### src/hw/rtl/iett_pkg.sv
// ----------------------------------------------------------------------------
// iett_pkg
// Shared types and constants of the interrupt elapsed-time tracker: payload
// structs, register indexes, timing constants and divider request/response.
// ----------------------------------------------------------------------------
`default_nettype none

package iett_pkg;

    // lower clamp of the microsecond period is resolution * (1 + delta)
    localparam int unsigned COUNTER_DELTA = 1;

    // configuration port
    localparam int unsigned CFG_IDX_W  = 2;
    localparam int unsigned CFG_DATA_W = 16;

    localparam logic [CFG_IDX_W-1:0] CFG_TIME_UNITS      = 2'd0;
    localparam logic [CFG_IDX_W-1:0] CFG_TICK_RESOLUTION = 2'd1;
    localparam logic [CFG_IDX_W-1:0] CFG_TARGET_PERIOD   = 2'd2;

    // item opcodes
    localparam logic OP_TICK  = 1'b0;
    localparam logic OP_FRAME = 1'b1;

    // time constants
    localparam logic [15:0] US_PER_MS      = 16'd1000;
    localparam logic [11:0] MAX_PERIOD_US  = 12'd1300;
    localparam logic [15:0] MIN_PERIOD_MS  = 16'd1;
    localparam logic [15:0] MAX_PERIOD_MS  = 16'd49;
    localparam logic [11:0] RES_FINE_US    = 12'd20;
    localparam logic [11:0] RES_COARSE_US  = 12'd100;
    localparam logic [11:0] LO_FINE_US     = 12'(20 * (1 + COUNTER_DELTA));
    localparam logic [11:0] LO_COARSE_US   = 12'(100 * (1 + COUNTER_DELTA));
    // any target above this rounds to at least 2000 and clamps to the maximum
    localparam logic [15:0] TARGET_SAT     = 16'd2047;

    // reset value of microseconds per tick
    localparam logic [19:0] US_PER_TICK_RST = 20'd1000;

    // serial divider
    localparam int unsigned DIVIDEND_W = 21;
    localparam int unsigned DIVISOR_W  = 16;
    localparam int unsigned DIV_CNT_W  = 5;
    localparam logic [DIV_CNT_W-1:0] DIV_STEPS = DIV_CNT_W'(DIVIDEND_W);

    typedef struct packed {
        logic        opcode;
        logic [19:0] frame_elapsed_us;
    } t_in;

    typedef struct packed {
        logic [31:0] frame_ms;
        logic [31:0] total_ms;
        logic [15:0] interrupts_in_frame;
        logic [19:0] us_per_interrupt;
    } t_out;

    typedef struct packed {
        logic                  start;
        logic [DIVIDEND_W-1:0] dividend;
        logic [DIVISOR_W-1:0]  divisor;
    } t_div_req;

    typedef struct packed {
        logic                  done;
        logic [DIVIDEND_W-1:0] quotient;
        logic [DIVISOR_W-1:0]  remainder;
    } t_div_rsp;

endpackage

`default_nettype wire

### src/hw/rtl/iett_period.sv
// ----------------------------------------------------------------------------
// iett_period
// Effective tick period in microseconds from the unit, resolution and target
// registers: rounding to the resolution and clamping to the allowed range.
// ----------------------------------------------------------------------------
`default_nettype none

module iett_period (
    input  wire logic        i_time_units,
    input  wire logic        i_tick_resolution,
    input  wire logic [15:0] i_target_period,
    output logic      [19:0] o_period_us
);

    logic [10:0] t11;
    logic [22:0] prod_f;
    logic [21:0] prod_c;
    logic [6:0]  q_f;
    logic [4:0]  q_c;
    logic [11:0] rnd_f;
    logic [11:0] rnd_c;
    logic [11:0] res_us;
    logic [11:0] lo_us;
    logic [11:0] rnd;
    logic [11:0] us_val;
    logic [5:0]  ms_val;
    logic [15:0] ms_us;

    assign t11 = i_target_period[10:0];

    // quotient by 20 and by 100 through reciprocal multiply, exact below 2048
    assign prod_f = {12'b0, t11} * 23'd3277;
    assign prod_c = {11'b0, t11} * 22'd1311;
    assign q_f    = prod_f[22:16];
    assign q_c    = prod_c[21:17];

    // round down to the resolution with shift-add products
    assign rnd_f = {1'b0, q_f, 4'b0} + {3'b0, q_f, 2'b0};
    assign rnd_c = {1'b0, q_c, 6'b0} + {2'b0, q_c, 5'b0} + {5'b0, q_c, 2'b0};

    assign res_us = i_tick_resolution ? iett_pkg::RES_COARSE_US : iett_pkg::RES_FINE_US;
    assign lo_us  = i_tick_resolution ? iett_pkg::LO_COARSE_US : iett_pkg::LO_FINE_US;

    // microsecond mode: round only when the target reaches the resolution, then clamp
    always_comb begin
        if ({1'b0, t11} >= res_us) begin
            rnd = i_tick_resolution ? rnd_c : rnd_f;
        end else begin
            rnd = {1'b0, t11};
        end
        if (i_target_period > iett_pkg::TARGET_SAT) begin
            us_val = iett_pkg::MAX_PERIOD_US;
        end else if (rnd < lo_us) begin
            us_val = lo_us;
        end else if (rnd > iett_pkg::MAX_PERIOD_US) begin
            us_val = iett_pkg::MAX_PERIOD_US;
        end else begin
            us_val = rnd;
        end
    end

    // millisecond mode: clamp then scale
    always_comb begin
        if (i_target_period < iett_pkg::MIN_PERIOD_MS) begin
            ms_val = iett_pkg::MIN_PERIOD_MS[5:0];
        end else if (i_target_period > iett_pkg::MAX_PERIOD_MS) begin
            ms_val = iett_pkg::MAX_PERIOD_MS[5:0];
        end else begin
            ms_val = i_target_period[5:0];
        end
    end

    assign ms_us = {10'b0, ms_val} * iett_pkg::US_PER_MS;

    assign o_period_us = i_time_units ? {4'b0, ms_us} : {8'b0, us_val};

endmodule

`default_nettype wire

### src/hw/rtl/iett_divider.sv
// ----------------------------------------------------------------------------
// iett_divider
// Shared restoring divider, one quotient bit per cycle, used both for the
// millisecond carry and for the per-frame recalibration.
// ----------------------------------------------------------------------------
`default_nettype none

module iett_divider (
    input  wire logic               i_clk,
    input  wire logic               i_rst_n,
    input  wire iett_pkg::t_div_req i_req,
    output iett_pkg::t_div_rsp      o_rsp
);

    logic                                r_busy;
    logic                                r_done;
    logic [iett_pkg::DIV_CNT_W-1:0]      r_cnt;
    logic [iett_pkg::DIVIDEND_W-1:0]     r_quo;
    logic [iett_pkg::DIVISOR_W-1:0]      r_rem;
    logic [iett_pkg::DIVISOR_W-1:0]      r_dvs;

    logic [iett_pkg::DIVISOR_W:0]        shifted;
    logic [iett_pkg::DIVISOR_W:0]        diff;
    logic                                fits;
    logic [iett_pkg::DIVIDEND_W-1:0]     n_quo;
    logic [iett_pkg::DIVISOR_W-1:0]      n_rem;

    // one trial subtraction per step
    assign shifted = {r_rem, r_quo[iett_pkg::DIVIDEND_W-1]};
    assign diff    = shifted - {1'b0, r_dvs};
    assign fits    = shifted >= {1'b0, r_dvs};
    assign n_rem   = fits ? diff[iett_pkg::DIVISOR_W-1:0] : shifted[iett_pkg::DIVISOR_W-1:0];
    assign n_quo   = {r_quo[iett_pkg::DIVIDEND_W-2:0], fits};

    // step sequencing
    always_ff @(posedge i_clk) begin
        if (!i_rst_n) begin
            r_busy <= 1'b0;
            r_done <= 1'b0;
            r_cnt  <= '0;
        end else begin
            r_done <= 1'b0;
            if (i_req.start) begin
                r_busy <= 1'b1;
                r_cnt  <= iett_pkg::DIV_STEPS;
            end else if (r_busy) begin
                r_cnt <= r_cnt - 1'b1;
                if (r_cnt == iett_pkg::DIV_CNT_W'(1)) begin
                    r_busy <= 1'b0;
                    r_done <= 1'b1;
                end
            end
        end
    end

    // datapath
    always_ff @(posedge i_clk) begin
        if (i_req.start) begin
            r_quo <= i_req.dividend;
            r_rem <= '0;
            r_dvs <= i_req.divisor;
        end else if (r_busy) begin
            r_quo <= n_quo;
            r_rem <= n_rem;
        end
    end

    assign o_rsp.done      = r_done;
    assign o_rsp.quotient  = r_quo;
    assign o_rsp.remainder = r_rem;

endmodule

`default_nettype wire

### src/hw/rtl/interrupt_elapsed_time_tracker_top.sv
// ----------------------------------------------------------------------------
// interrupt_elapsed_time_tracker_top
// Elapsed-time tracker driven by timer tick and frame-start items, with a
// small sequencer around one shared serial divider.
// ----------------------------------------------------------------------------
//  channel | signals                                  | direction
//  --------+------------------------------------------+----------
//  in      | i_in_valid, o_in_stall, i_in_data        | item in
//  out     | o_out_valid, i_out_stall, o_out_data     | result out
//  cfg     | i_cfg_we, i_cfg_idx, i_cfg_data          | register write
//
//  A tick that carries no millisecond and a frame start with no counted ticks
//  show a valid result in the cycle after the transfer; all other items run
//  the divider for 21 steps before the result is registered.
//  One item at a time: input stalls from transfer until the result is taken.
//  Synchronous active-low reset; counters clear, us per tick goes to 1000.
//  A stalled result holds in the output register.
// ----------------------------------------------------------------------------
`default_nettype none

module interrupt_elapsed_time_tracker_top (
    input  wire logic                              i_clk,
    input  wire logic                              i_rst_n,
    input  wire logic                              i_in_valid,
    output logic                                   o_in_stall,
    input  wire iett_pkg::t_in                     i_in_data,
    output logic                                   o_out_valid,
    input  wire logic                              i_out_stall,
    output iett_pkg::t_out                         o_out_data,
    input  wire logic                              i_cfg_we,
    input  wire logic [iett_pkg::CFG_IDX_W-1:0]    i_cfg_idx,
    input  wire logic [iett_pkg::CFG_DATA_W-1:0]   i_cfg_data
);

    localparam logic [1:0] ST_IDLE = 2'd0;
    localparam logic [1:0] ST_DIV  = 2'd1;
    localparam logic [1:0] ST_OUT  = 2'd2;

    logic [1:0]           r_state, n_state;
    logic                 r_op, n_op;
    logic                 r_units, n_units;
    logic                 r_res, n_res;
    logic [15:0]          r_target, n_target;
    logic [20:0]          r_rem, n_rem;
    logic [31:0]          r_frame, n_frame;
    logic [31:0]          r_total, n_total;
    logic [15:0]          r_tick, n_tick;
    logic [19:0]          r_upt, n_upt;
    iett_pkg::t_out       r_out, n_out;

    logic                 cfg_hit;
    logic                 load_out;
    logic [21:0]          sum_wide;
    logic [20:0]          sum;
    logic [19:0]          eff_us;
    iett_pkg::t_div_req   div_req;
    iett_pkg::t_div_rsp   div_rsp;

    // effective period from the register values after any write this cycle
    iett_period u_period (
        .i_time_units      (n_units),
        .i_tick_resolution (n_res),
        .i_target_period   (n_target),
        .o_period_us       (eff_us)
    );

    iett_divider u_divider (
        .i_clk   (i_clk),
        .i_rst_n (i_rst_n),
        .i_req   (div_req),
        .o_rsp   (div_rsp)
    );

    assign sum_wide = {1'b0, r_rem} + {2'b0, r_upt};
    assign sum      = sum_wide[20:0];

    // next state and datapath
    always_comb begin
        n_state  = r_state;
        n_op     = r_op;
        n_units  = r_units;
        n_res    = r_res;
        n_target = r_target;
        n_rem    = r_rem;
        n_frame  = r_frame;
        n_total  = r_total;
        n_tick   = r_tick;
        n_upt    = r_upt;
        load_out = 1'b0;
        cfg_hit  = 1'b0;
        div_req  = '0;

        // register writes reload us per tick
        if (i_cfg_we) begin
            case (i_cfg_idx)
                iett_pkg::CFG_TIME_UNITS: begin
                    n_units = i_cfg_data[0];
                    cfg_hit = 1'b1;
                end
                iett_pkg::CFG_TICK_RESOLUTION: begin
                    n_res   = i_cfg_data[0];
                    cfg_hit = 1'b1;
                end
                iett_pkg::CFG_TARGET_PERIOD: begin
                    n_target = i_cfg_data;
                    cfg_hit  = 1'b1;
                end
                default: ;
            endcase
        end
        if (cfg_hit) begin
            n_upt = eff_us;
        end

        case (r_state)
            ST_IDLE: begin
                if (i_in_valid) begin
                    n_op = i_in_data.opcode;
                    if (i_in_data.opcode == iett_pkg::OP_TICK) begin
                        // tick: count and accumulate
                        if (r_tick != 16'hFFFF) begin
                            n_tick = r_tick + 16'd1;
                        end
                        if (sum > {5'b0, iett_pkg::US_PER_MS}) begin
                            div_req.start    = 1'b1;
                            div_req.dividend = sum;
                            div_req.divisor  = iett_pkg::US_PER_MS;
                            n_state          = ST_DIV;
                        end else begin
                            n_rem    = sum;
                            load_out = 1'b1;
                            n_state  = ST_OUT;
                        end
                    end else begin
                        // frame start: clear and recalibrate
                        n_frame = '0;
                        n_rem   = '0;
                        n_tick  = '0;
                        if (r_tick == 16'd0) begin
                            n_upt    = eff_us;
                            load_out = 1'b1;
                            n_state  = ST_OUT;
                        end else begin
                            div_req.start    = 1'b1;
                            div_req.dividend = {1'b0, i_in_data.frame_elapsed_us};
                            div_req.divisor  = r_tick;
                            n_state          = ST_DIV;
                        end
                    end
                end
            end
            ST_DIV: begin
                if (div_rsp.done) begin
                    if (r_op == iett_pkg::OP_TICK) begin
                        n_frame = r_frame + {11'b0, div_rsp.quotient};
                        n_total = r_total + {11'b0, div_rsp.quotient};
                        n_rem   = {5'b0, div_rsp.remainder};
                    end else begin
                        n_upt = div_rsp.quotient[19:0];
                    end
                    load_out = 1'b1;
                    n_state  = ST_OUT;
                end
            end
            ST_OUT: begin
                if (!i_out_stall) begin
                    n_state = ST_IDLE;
                end
            end
            default: begin
                n_state = ST_IDLE;
            end
        endcase

        // result shows the state after the item
        if (load_out) begin
            n_out.frame_ms            = n_frame;
            n_out.total_ms            = n_total;
            n_out.interrupts_in_frame = n_tick;
            n_out.us_per_interrupt    = n_upt;
        end else begin
            n_out = r_out;
        end
    end

    // control and state registers
    always_ff @(posedge i_clk) begin
        if (!i_rst_n) begin
            r_state  <= ST_IDLE;
            r_units  <= 1'b1;
            r_res    <= 1'b1;
            r_target <= 16'd1;
            r_rem    <= '0;
            r_frame  <= '0;
            r_total  <= '0;
            r_tick   <= '0;
            r_upt    <= iett_pkg::US_PER_TICK_RST;
        end else begin
            r_state  <= n_state;
            r_units  <= n_units;
            r_res    <= n_res;
            r_target <= n_target;
            r_rem    <= n_rem;
            r_frame  <= n_frame;
            r_total  <= n_total;
            r_tick   <= n_tick;
            r_upt    <= n_upt;
        end
    end

    // payload registers
    always_ff @(posedge i_clk) begin
        r_op  <= n_op;
        r_out <= n_out;
    end

    assign o_in_stall  = (r_state != ST_IDLE);
    assign o_out_valid = (r_state == ST_OUT);
    assign o_out_data  = r_out;

endmodule

`default_nettype wire

### config.mk
export PLATFORM = sky130hd
export DESIGN_NAME = interrupt_elapsed_time_tracker_top
export DESIGN_NICKNAME = d
export VERILOG_FILES = /design/src/hw/rtl/iett_pkg.sv /design/src/hw/rtl/iett_period.sv /design/src/hw/rtl/iett_divider.sv /design/src/hw/rtl/interrupt_elapsed_time_tracker_top.sv
export SDC_FILE = /design/constraint.sdc
export NUM_CORES = 1
export LEC_CHECK = 0
export ABC_CLOCK_PERIOD_IN_PS = 9200
export BUFFER_PORTS_ARGS = -buffer_cell sky130_fd_sc_hd__buf_2
export CAP_MARGIN = 30
export CORE_MARGIN = 3
export CORE_UTILIZATION = 45
export CTS_BUF_LIST = sky130_fd_sc_hd__clkbuf_8
export CTS_CLUSTER_SIZE = 14
export DETAILED_ROUTE_END_ITERATION = 8
export GPL_TIMING_DRIVEN = 0
export SYNTH_ARGS = -nofsm -noshare
export SYNTH_HDL_FRONTEND = slang
export SYNTH_HIERARCHICAL = 1
export SYNTH_SLANG_ARGS = --single-unit
### constraint.sdc
create_clock -name i_clk -period 9.2 [get_ports i_clk]
set_input_delay 1.38 -clock i_clk [delete_from_list [all_inputs] [get_ports i_clk]]
set_output_delay 1.38 -clock i_clk [all_outputs]
set_load 0.005 [all_outputs]
==> results.json <==
{
  "vias_per_cell": 5.60,
  "cp_num_buf_inv": 14,
  "fp-row-count": 83,
  "post_synth_num_cell_types": 110,
  "floorplan.die.height_um": 235,
  "achievable-frequency_mhz": 105,
  "detailedPlace.worstSlack_ns": -1.75,
  "setup_slack_ns": -0.322,
  "crit_path_end_kind": "register",
  "vdd_ir_drop_max_mv": 0.121,
  "drive_above_1_share_pct": 20.4,
  "gpl.final_weighted_congestion": 0.937,
  "ctsRootBufferMaster": "sky130_fd_sc_hd__clkbuf_8",
  "drt.antenna.violating_nets": 0,
  "synth_xor_area_share_pct": 4.22,
  "critical-path-top-delay-family": "adder cells",
  "synthMuxAreaShare_pct": 5.57,
  "rsz0062_at_grt": "yes",
  "asyncSetResetFlopFracSynth_pct": 0,
  "vias_in_the_first_global_route": 19378,
  "global_route.usage.total_pct": 24.7,
  "worst_skew_pair.late_latency_ns": 0.67,
  "fp.coreArea_mm2": 0.0516,
  "syn_area_per_cell_um2": 9.52,
  "crit_cells": 46,
  "final_max_slew_viol_count": 0,
  "synth-compound-area-share_pct": 15.3,
  "grt_antenna_before_repair": 2,
  "detailedRoute.firstIterationViolations": 1426,
  "crit_slowest_cell": "sky130_fd_sc_hd__fa_2",
  "critical_path.startpoint_type": "input port",
  "synth_top_family_by_area": "adder cells",
  "grt_first_pass_wirelength_um": 109000,
  "cts.htree.levels": 2,
  "worst_ep_arrival_time_ns": 9.93,
  "layout_worst_path_cycle_share_pct": 103,
  "status": "finished, violations left",
  "tritoncts": "done",
  "simple_gate_share_of_the_synthesized_area_pct": 15.8,
  "min_period_ns": 9.52,
  "worst_clock_skew_ns": 0.0307,
  "hold_path.class": "reg2reg",
  "synthesis.area_mm2": 0.0236,
  "place.detailed.hpwl_um": 53900,
  "drt_pass1_iterations": 5,
  "fillerInstances": 4645,
  "crit_start": "i_cfg_idx[0]",
  "ys_ff_latch": 302,
  "criticalPathCategory": "in2reg",
  "design.die.area_mm2": 0.0552,
  "max_slew.worst_pin.slew_ns": 1.06,
  "max-slew-margin-rel_pct": 29.4,
  "critical-path-max-stage-delay_ns": 0.56,
  "clk_path_buf_depth": 3,
  "synth-edff-count": 138,
  "finalWirelength_um": 70700,
  "multi_input_area_mm2": 0.0156,
  "yosys_most_used_dff": "sky130_fd_sc_hd__dfxtp_1",
  "floorplan.die.width_um": 235,
  "power_leakage_nw": 12.9,
  "grt-ovfl-total": 0,
  "final-setup-viol-count": 18,
  "postSynthCellCount": 2476,
  "critical_path.max_fanout": 8,
  "area_of_all_sequential_standard_cells_mm2": 0.00743,
  "timing.final.hold_violations": 0,
  "yosysSeqAreaShare_pct": 31.5,
  "grt_max_degree": 79,
  "numPortBuffers": 145,
  "yosys_warnings": 6,
  "synth-adder-area-share_pct": 22.1,
  "initial_core_util_pct": 45.7,
  "hold-worst-slack_ns": 0.469,
  "tritoncts.num_buffers": 54,
  "timing.rr.start": "r_target[1]",
  "maxCapViolCount": 0,
  "numClockSinks": 302,
  "design.portCount": 146,
  "worst_hold_startpoint": "r_rem[3]",
  "dr_total_vias": 19669,
  "post_drt_wl_per_cell_um": 20.1,
  "reg2reg_depth": 42,
  "power_per_unit_of_standard_cell_area_mw_per_mm2": 219,
  "cp_data_required_time_ns": 9.61,
  "violations": "setup timing",
  "finish.net_count": 3194,
  "area_growth_syn_to_layout_pct": 18.7,
  "cts-hold-fix-buffers": 0,
  "cts.clk_slew.worst_paths_ns": 0.06,
  "detail_route.drc_violations": 0,
  "whs_path_depth": 2
}
through the flow:
step	instance area, um^2	std cells	utilization [%]	power [mW]	TNS (ns)
after floorplan	23700	2479	-	3.75	-0.0252
after global placement	25300	3304	49.0	4.54	-32.68
after detailed placement	25300	3306	49.1	4.59	-33.88
after CTS	27300	3469	53.0	6.06	-0.471
after global routing	28000	3512	54.2	6.54	-8.83
final	28000	3513	54.2	6.14	-2.99
placed cells by master (no fill, tap or decap), types with 45 or more instances in the layout:
master	n
sky130_fd_sc_hd__ha_1	264
sky130_fd_sc_hd__inv_1	236
sky130_fd_sc_hd__nand2_1	224
sky130_fd_sc_hd__dfxtp_1	164
sky130_fd_sc_hd__buf_2	147
sky130_fd_sc_hd__nor2_1	144
sky130_fd_sc_hd__edfxtp_1	138
sky130_fd_sc_hd__a21oi_1	109
sky130_fd_sc_hd__and2_1	100
sky130_fd_sc_hd__buf_4	94
sky130_fd_sc_hd__o21ai_0	88
sky130_fd_sc_hd__mux2i_1	85
sky130_fd_sc_hd__fa_1	82
sky130_fd_sc_hd__clkbuf_1	64
sky130_fd_sc_hd__xnor2_1	58
sky130_fd_sc_hd__clkbuf_8	58
sky130_fd_sc_hd__xor2_1	45
layout make-up:
type | instances | share of cell area, %
multi-input cells | 1853 | 55.7
flip-flops and latches | 302 | 26.5
repair buffers | 249 | 5.78
inverters | 241 | 3.40
well taps | 680 | 3.04
clock buffers | 58 | 2.85
plain buffers | 84 | 1.42
clock inverters | 44 | 1.24
diodes | 2 | 0.0179
cell usage after synthesis, types with 11 or more instances:
library cell / number / share of area, %
sky130_fd_sc_hd__a211oi_1: 17 / 0.54
sky130_fd_sc_hd__a21o_1: 32 / 1.0
sky130_fd_sc_hd__a21oi_1: 117 / 2.5
sky130_fd_sc_hd__a22o_1: 14 / 0.52
sky130_fd_sc_hd__a31oi_1: 11 / 0.29
sky130_fd_sc_hd__and2_1: 101 / 2.7
sky130_fd_sc_hd__and3_1: 40 / 1.1
sky130_fd_sc_hd__clkbuf_1: 65 / 1.0
sky130_fd_sc_hd__dfxtp_1: 164 / 14
sky130_fd_sc_hd__edfxtp_1: 138 / 18
sky130_fd_sc_hd__fa_1: 86 / 7.3
sky130_fd_sc_hd__ha_1: 279 / 15
sky130_fd_sc_hd__inv_1: 239 / 3.8
sky130_fd_sc_hd__mux2_2: 41 / 2.0
sky130_fd_sc_hd__mux2i_1: 85 / 3.6
sky130_fd_sc_hd__nand2_1: 225 / 3.6
sky130_fd_sc_hd__nand2b_1: 24 / 0.64
sky130_fd_sc_hd__nand3_1: 44 / 0.93
sky130_fd_sc_hd__nand4_1: 16 / 0.42
sky130_fd_sc_hd__nor2_1: 151 / 2.4
sky130_fd_sc_hd__nor2b_1: 17 / 0.45
sky130_fd_sc_hd__nor3_1: 39 / 0.83
sky130_fd_sc_hd__o211ai_1: 13 / 0.41
sky130_fd_sc_hd__o21a_1: 20 / 0.64
sky130_fd_sc_hd__o21ai_0: 89 / 1.9
sky130_fd_sc_hd__o221ai_1: 17 / 0.63
sky130_fd_sc_hd__o31ai_1: 23 / 0.73
sky130_fd_sc_hd__or2_2: 25 / 0.66
sky130_fd_sc_hd__xnor2_1: 65 / 2.4
sky130_fd_sc_hd__xor2_1: 46 / 1.7
flip-flops by register name (all words and copies together), names as in the netlist:
name and cells:
r_op 1, r_target 16, r_state 2, r_tick 16, r_res 1, r_units 1
u_divider/r_busy 1, u_divider/r_done 1, r_total 32, u_divider/r_cnt 5, r_upt 20, u_divider/r_quo 21
u_divider/r_dvs 16, u_divider/r_rem 16, r_frame 32, r_rem 21, o_out_data 100
layer usage:
layer	global-route usage, %	wire (um)
met5	0	0
met1	32.9	31300
met2	40.4	32700
met3	4.14	4180
met4	9.16	2520
final timing paths:
check                                      to  slack (ns)
worst max-delay path            o_out_data[5]       -0.32
worst min-delay path                 r_rem[3]        0.47
worst max register to register  o_out_data[5]        0.65
worst min register to register       r_rem[3]        0.47
worst min-delay path, delay by kind of cell, from the launching register on:
kind / cells / cell delay [ns]
muxes: 1 / 0.06
DFF: 1 / 0.31
and+or+nand+nor: 1 / 0.05
repair_timing:
item	in CTS	in global routing
endpoints found under the setup margin	22	22
buffers inserted	61	41
cloned	0	1
pin swaps	39	57
gates resized for setup	66	67
where the power goes:
| group | internal, mW | switching [mW] | leakage, nW |
|---|---|---|---|
| clock network | 0.732 | 0.621 | 0.649 |
| registers | 1.71 | 0.239 | 2.65 |
| logic | 1.16 | 1.68 | 9.64 |
cell families after synthesis:
group	Yosys count
XOR/XNOR	112
AO/OA/AOI/OAI	501
adder cells (fa/ha/maj)	365
flip-flops	302
AND/OR/NAND/NOR	744
buffers and inverters	325
multiplexers	126
other	1
No activity file was read; power rests on OpenSTA's default activity.
